### src/design/assert_macros.svh
// assertion macros shared by the nearest point table rtl
// expects i_clk and i_rst_n in the module that uses them
`ifndef ASSERT_MACROS_SVH
`define ASSERT_MACROS_SVH

// same-cycle implication, disabled in reset
`define NPT_ASSERT_IMP(lbl, ante, cons, msg) \
    lbl: assert property (@(posedge i_clk) disable iff (!i_rst_n) (ante) |-> (cons)) \
        else $error(msg);

// next-cycle implication, disabled in reset
`define NPT_ASSERT_NXT(lbl, ante, cons, msg) \
    lbl: assert property (@(posedge i_clk) disable iff (!i_rst_n) (ante) |=> (cons)) \
        else $error(msg);

`endif

### src/design/npt_pkg.sv
// types and constants of the nearest point table
// no dependencies; used by every module of the block
package npt_pkg;

    localparam int TABLE_DEPTH = 1024;
    localparam int ADDR_W      = $clog2(TABLE_DEPTH);
    localparam int REQ_W       = 2;
    localparam int COORD_W     = 16;
    localparam int LABEL_W     = 16;
    localparam int SLOT_W      = 10;
    localparam int DIFF_W      = COORD_W + 1;
    localparam int PROD_W      = 2 * DIFF_W;
    localparam int SQ_W        = 2 * COORD_W;
    localparam int DIST_W      = 34;

    localparam logic [ADDR_W-1:0] LAST_ADDR = ADDR_W'(TABLE_DEPTH - 1);
    localparam logic [DIST_W-1:0] DIST_MAX  = 34'd12884508675;

    localparam logic [REQ_W-1:0] REQ_ADD    = 2'd0;
    localparam logic [REQ_W-1:0] REQ_DELETE = 2'd1;
    localparam logic [REQ_W-1:0] REQ_QUERY  = 2'd2;

    typedef struct packed {
        logic [REQ_W-1:0]          req_type;
        logic signed [COORD_W-1:0] pos_x;
        logic signed [COORD_W-1:0] pos_y;
        logic signed [COORD_W-1:0] pos_z;
        logic [LABEL_W-1:0]        label_tag;
    } t_req;

    typedef struct packed {
        logic                found;
        logic [SLOT_W-1:0]   slot;
        logic [LABEL_W-1:0]  slot_label;
        logic [DIST_W-1:0]   dist_sq;
    } t_rsp;

    typedef struct packed {
        logic signed [COORD_W-1:0] pos_z;
        logic signed [COORD_W-1:0] pos_y;
        logic signed [COORD_W-1:0] pos_x;
    } t_point;

    typedef struct packed {
        logic [LABEL_W-1:0] label;
        t_point             pt;
    } t_entry;

    typedef struct packed {
        logic              en;
        logic [ADDR_W-1:0] addr;
    } t_rd_cmd;

    typedef struct packed {
        logic              entry_en;
        logic              used_en;
        logic              used_val;
        logic [ADDR_W-1:0] addr;
        t_entry            entry;
    } t_wr_cmd;

    typedef struct packed {
        logic               vld;
        logic               used;
        logic [ADDR_W-1:0]  addr;
        logic [LABEL_W-1:0] label;
    } t_tag;

endpackage

### src/design/npt_dist.sv
// pipelined squared-distance unit: difference, square, sum stages
// shared by every entry of a scan; depends on npt_pkg and assert_macros.svh
`include "assert_macros.svh"

module npt_dist (
    input  logic                           i_clk,
    input  logic                           i_rst_n,
    input  npt_pkg::t_point                i_qry,
    input  npt_pkg::t_point                i_pt,
    input  npt_pkg::t_tag                  i_tag,
    output logic [npt_pkg::DIST_W-1:0]     o_dist,
    output npt_pkg::t_tag                  o_tag
);

    localparam int DIFF_W = npt_pkg::DIFF_W;
    localparam int PROD_W = npt_pkg::PROD_W;
    localparam int SQ_W   = npt_pkg::SQ_W;
    localparam int DIST_W = npt_pkg::DIST_W;

    logic signed [DIFF_W-1:0] w_dx, w_dy, w_dz;
    logic signed [DIFF_W-1:0] r_dx, r_dy, r_dz;
    logic signed [PROD_W-1:0] w_px, w_py, w_pz;
    logic [SQ_W-1:0]          r_sx, r_sy, r_sz;
    logic [DIST_W-1:0]        r_sum;
    npt_pkg::t_tag            r_tag1, r_tag2, r_tag3;

    assign w_dx = DIFF_W'(i_qry.pos_x) - DIFF_W'(i_pt.pos_x);
    assign w_dy = DIFF_W'(i_qry.pos_y) - DIFF_W'(i_pt.pos_y);
    assign w_dz = DIFF_W'(i_qry.pos_z) - DIFF_W'(i_pt.pos_z);

    assign w_px = r_dx * r_dx;
    assign w_py = r_dy * r_dy;
    assign w_pz = r_dz * r_dz;

    always_ff @(posedge i_clk) begin
        if (!i_rst_n) begin
            r_tag1 <= '0;
            r_tag2 <= '0;
            r_tag3 <= '0;
        end else begin
            r_tag1 <= i_tag;
            r_tag2 <= r_tag1;
            r_tag3 <= r_tag2;
        end
        r_dx  <= w_dx;
        r_dy  <= w_dy;
        r_dz  <= w_dz;
        r_sx  <= w_px[SQ_W-1:0];
        r_sy  <= w_py[SQ_W-1:0];
        r_sz  <= w_pz[SQ_W-1:0];
        r_sum <= DIST_W'(r_sx) + DIST_W'(r_sy) + DIST_W'(r_sz);
    end

    assign o_dist = r_sum;
    assign o_tag  = r_tag3;

    `NPT_ASSERT_IMP(a_dist_range, r_tag3.vld && r_tag3.used,
        r_sum <= npt_pkg::DIST_MAX, "distance beyond three squared axis spans")

endmodule

### config.mk
export PLATFORM = sky130hd
export DESIGN_NAME = npt_dist
export DESIGN_NICKNAME = d
export VERILOG_FILES = /design/src/design/npt_pkg.sv /design/src/design/npt_dist.sv
export VERILOG_INCLUDE_DIRS = /design/src /design/src/design
export SDC_FILE = /design/constraint.sdc
export NUM_CORES = 2
export LEC_CHECK = 0
export BUFFER_PORTS_ARGS = -buffer_cell sky130_fd_sc_hd__buf_2
export CORE_MARGIN = 8
export CORE_UTILIZATION = 58
export DETAILED_ROUTE_END_ITERATION = 8
export GPL_TIMING_DRIVEN = 0
export PLACE_DENSITY = 0.79
export SYNTH_ARGS = -nofsm -noshare
export SYNTH_HDL_FRONTEND = slang
export SYNTH_SLANG_ARGS = --single-unit
export TNS_END_PERCENT = 5
### constraint.sdc
create_clock -name i_clk -period 6.2 [get_ports i_clk]
set_input_delay 1.24 -clock i_clk [delete_from_list [all_inputs] [get_ports i_clk]]
set_output_delay 1.24 -clock i_clk [all_outputs]
set_load 0.02 [all_outputs]
==> results.yml <==
outcome:
  status: "complete, but fails checks"
  violations: "setup timing"
sta:
  setup_viol_count_final: 8
  fin_crit_ns: 6.35
  hold_viol_final: 0
  relSlewSlack: 0.267
  skew_ns: 0.0119
  rsz0062_at_grt: "true"
  setup_ws_ns: -0.145
  max_freq_mhz: 158
  worstMarginPinSlew_ns: 1.09
  slew_violations: 0
  post-route-period-util: 1.02
place:
  place.gp.congestion: 0.925
  placed_cells: 5031
  port_buffers: 186
  dp_hpwl_um: 70100
worst_setup_path:
  crit_top_cell: "fa_1"
  slowest_stage: "fa_2"
  crit_type: "reg -> reg"
  crit_fanout: 10
  startpoint: "r_dx[16]"
  critPathBufInv: 4
  r2r_start: "r_dx[16]"
  reg2reg_to: "r_sx[31]"
  max_stage_delay_ns: 0.65
  end_kind: "flip-flop"
  path_cells: "clkbuf_16, clkbuf_16, and2_4, fa_2, fa_1, fa_1, fa_1, fa_1, inv_1, fa_1, inv_1, ha_4, a21o_1, a21o_1, a21o_1, a211oi_4, a2bb2oi_2, nand3_2, a31o_1, a21oi_2, xor2_2"
  regToRegSetupSlack_ns: -0.15
  crit_cells: 21
  rr_worst_depth: 21
  critPathTopFamily: "adder cells"
  start_kind: "flip-flop"
  endpoint: "r_sx[31]"
  cp.arrival_ns: 6.82
  required_ns: 6.68
yosys:
  syn_area_sq_um: 38300
  synth_top_family_by_area: "adder cells"
  ys_warn_count: 0
  synthAdderAreaFrac: 0.529
  synth_xor_area_frac: 0.0440
  synth_edf_count: 0
  avgSynthCellArea_sq_um: 9.61
  syn_inst: 3979
  synth_mux_area_frac: 0.00141
  synth_compound_area_frac: 0.0609
  ys_types: 65
  ys_async_sr_fraction: 0
  ys_ff_latch: 262
  synthSimpleGateAreaFrac: 0.114
  seq_area_frac_synth: 0.137
  synthFlopType: "dfxtp_1"
floorplanning:
  coreArea_sq_um: 65500
  rows: 94
  io_pins: 188
  start_util: 0.584
  design.die.area_sq_um: 74400
  die_w_um: 273
  die_h_um: 273
final_layout:
  final_cell_mix: "1079 x inv_1, 785 x fa_1, 313 x ha_1"
  insertedDiodeCount: 0
  drive_above_1_share: 0.115
  final_common_cell: "inv_1"
  areaGrowthSynthToFinish_pct: 11.8
  instances_no_fill: 5116
  fillers: 4911
  layout.nets: 5489
route:
  drtIter0Drc: 1667
  drc_errors: 0
  antenna_left: 0
  routed_via_density: 5.24
  num_vias: 26800
  wl_per_cell_um: 16.8
  drt-total-wl_um: 85900
  first_pass_iters: 5
clocking:
  clock_latency_ns: 0.60
  h-tree-depth: 1
  holdBufCountCts: 0
  clockBufferDepth: 3
  cts_tree: "done"
  cts_sinks: 262
  clock_tree.root_cell: "clkbuf_16"
  clk_pin_slew_ns: 0.06
  cts_buffers: 30
global_route:
  track_usage: 0.239
  grt_max_degree: 17
  grt_pass1_vias: 29300
  antenna_found_initial: 0
  grt_pass1_wl_um: 144000
  overflow: 0
flow_run:
  drv_cap: 0
hold_path:
  min_path_type: "reg -> reg"
  whs_path_depth: 1
-- worst min-delay path by stage --
stage / slack (ns) / endpoint / start
2_1_floorplan: 0.41 / r_sx[0] / r_dx[0]
3_3_place_gp: 0.41 / o_tag[3] / r_tag2[3]
3_5_place_dp: 0.42 / o_tag[19] / r_tag2[19]
4_1_cts: 0.43 / o_tag[21] / r_tag2[21]
5_1_grt: 0.44 / r_tag2[6] / r_tag1[6]
6_report: 0.43 / o_tag[21] / r_tag2[21]
-- layout make-up --
type                    instances  area (sq um)  share of cell area
flip-flops and latches        262          5370               0.125
multi-input cells            2559         29200               0.683
repair buffers                216          1160              0.0271
plain buffers                  79           865              0.0202
well taps                     864          1080              0.0253
inverters                    1081          4060              0.0949
clock inverters                17           218             0.00509
clock buffers                  38           831              0.0194
-- metal layers --
layer	vias up	track usage	wire length [um]
met5	-	0	0
met4	0	0.0845	3520
met3	231	0.0454	6160
met2	874	0.401	41400
met1	13300	0.308	34800
li1	12300	-	-
-- flip-flops by register name, indices dropped and copies added, names as in the netlist --
name and cells:
r_dx 17, o_tag 28, r_sy 31, r_sx 31, o_dist 34, r_tag1 28, r_dy 17, r_dz 17
r_sz 31, r_tag2 28
-- Yosys cell counts (all sizes together), types with 37 or more instances --
cell / count / area (sq um)
inv: 1081 / 4060
fa: 803 / 16100
ha: 331 / 4140
nand2: 282 / 1060
dfxtp: 262 / 5250
and2: 256 / 1600
xnor2: 155 / 1360
nor2: 145 / 544
a21oi: 101 / 505
clkbuf: 76 / 285
o21ai: 56 / 280
nor2b: 49 / 307
xor2: 37 / 324
-- stage by stage --
step	TNS [ns]	setup slack [ns]	util	cell area (sq um)	hold slack [ns]
after global routing	-4.05	-0.333	0.653	42800	0.440
after detailed placement	-31.08	-1.39	0.615	40300	0.417
after CTS	-0.0686	-0.0280	0.651	42600	0.432
final	-0.478	-0.145	0.653	42800	0.432
after floorplan	-0.0155	-0.00884	-	38300	0.412
after global placement	-28.10	-1.27	0.615	40300	0.413
-- cell families after synthesis --
family | Yosys count
mux | 5
buf+inv | 1160
simple gates | 875
fa+ha+maj | 1134
flops | 262
compound gates | 350
xor+xnor | 192
other cells | 1
-- what timing repair did --
item                       4_1_cts  5_1_grt
setup endpoints to repair       48       25
resized for setup              307       34
cloned                           0        0
buffers inserted                28        2
pin swaps                       41       19
Power is left out: the tool's default activity adds up to more than one toggle a clock period on the data nets, which glitch-free logic cannot reach.
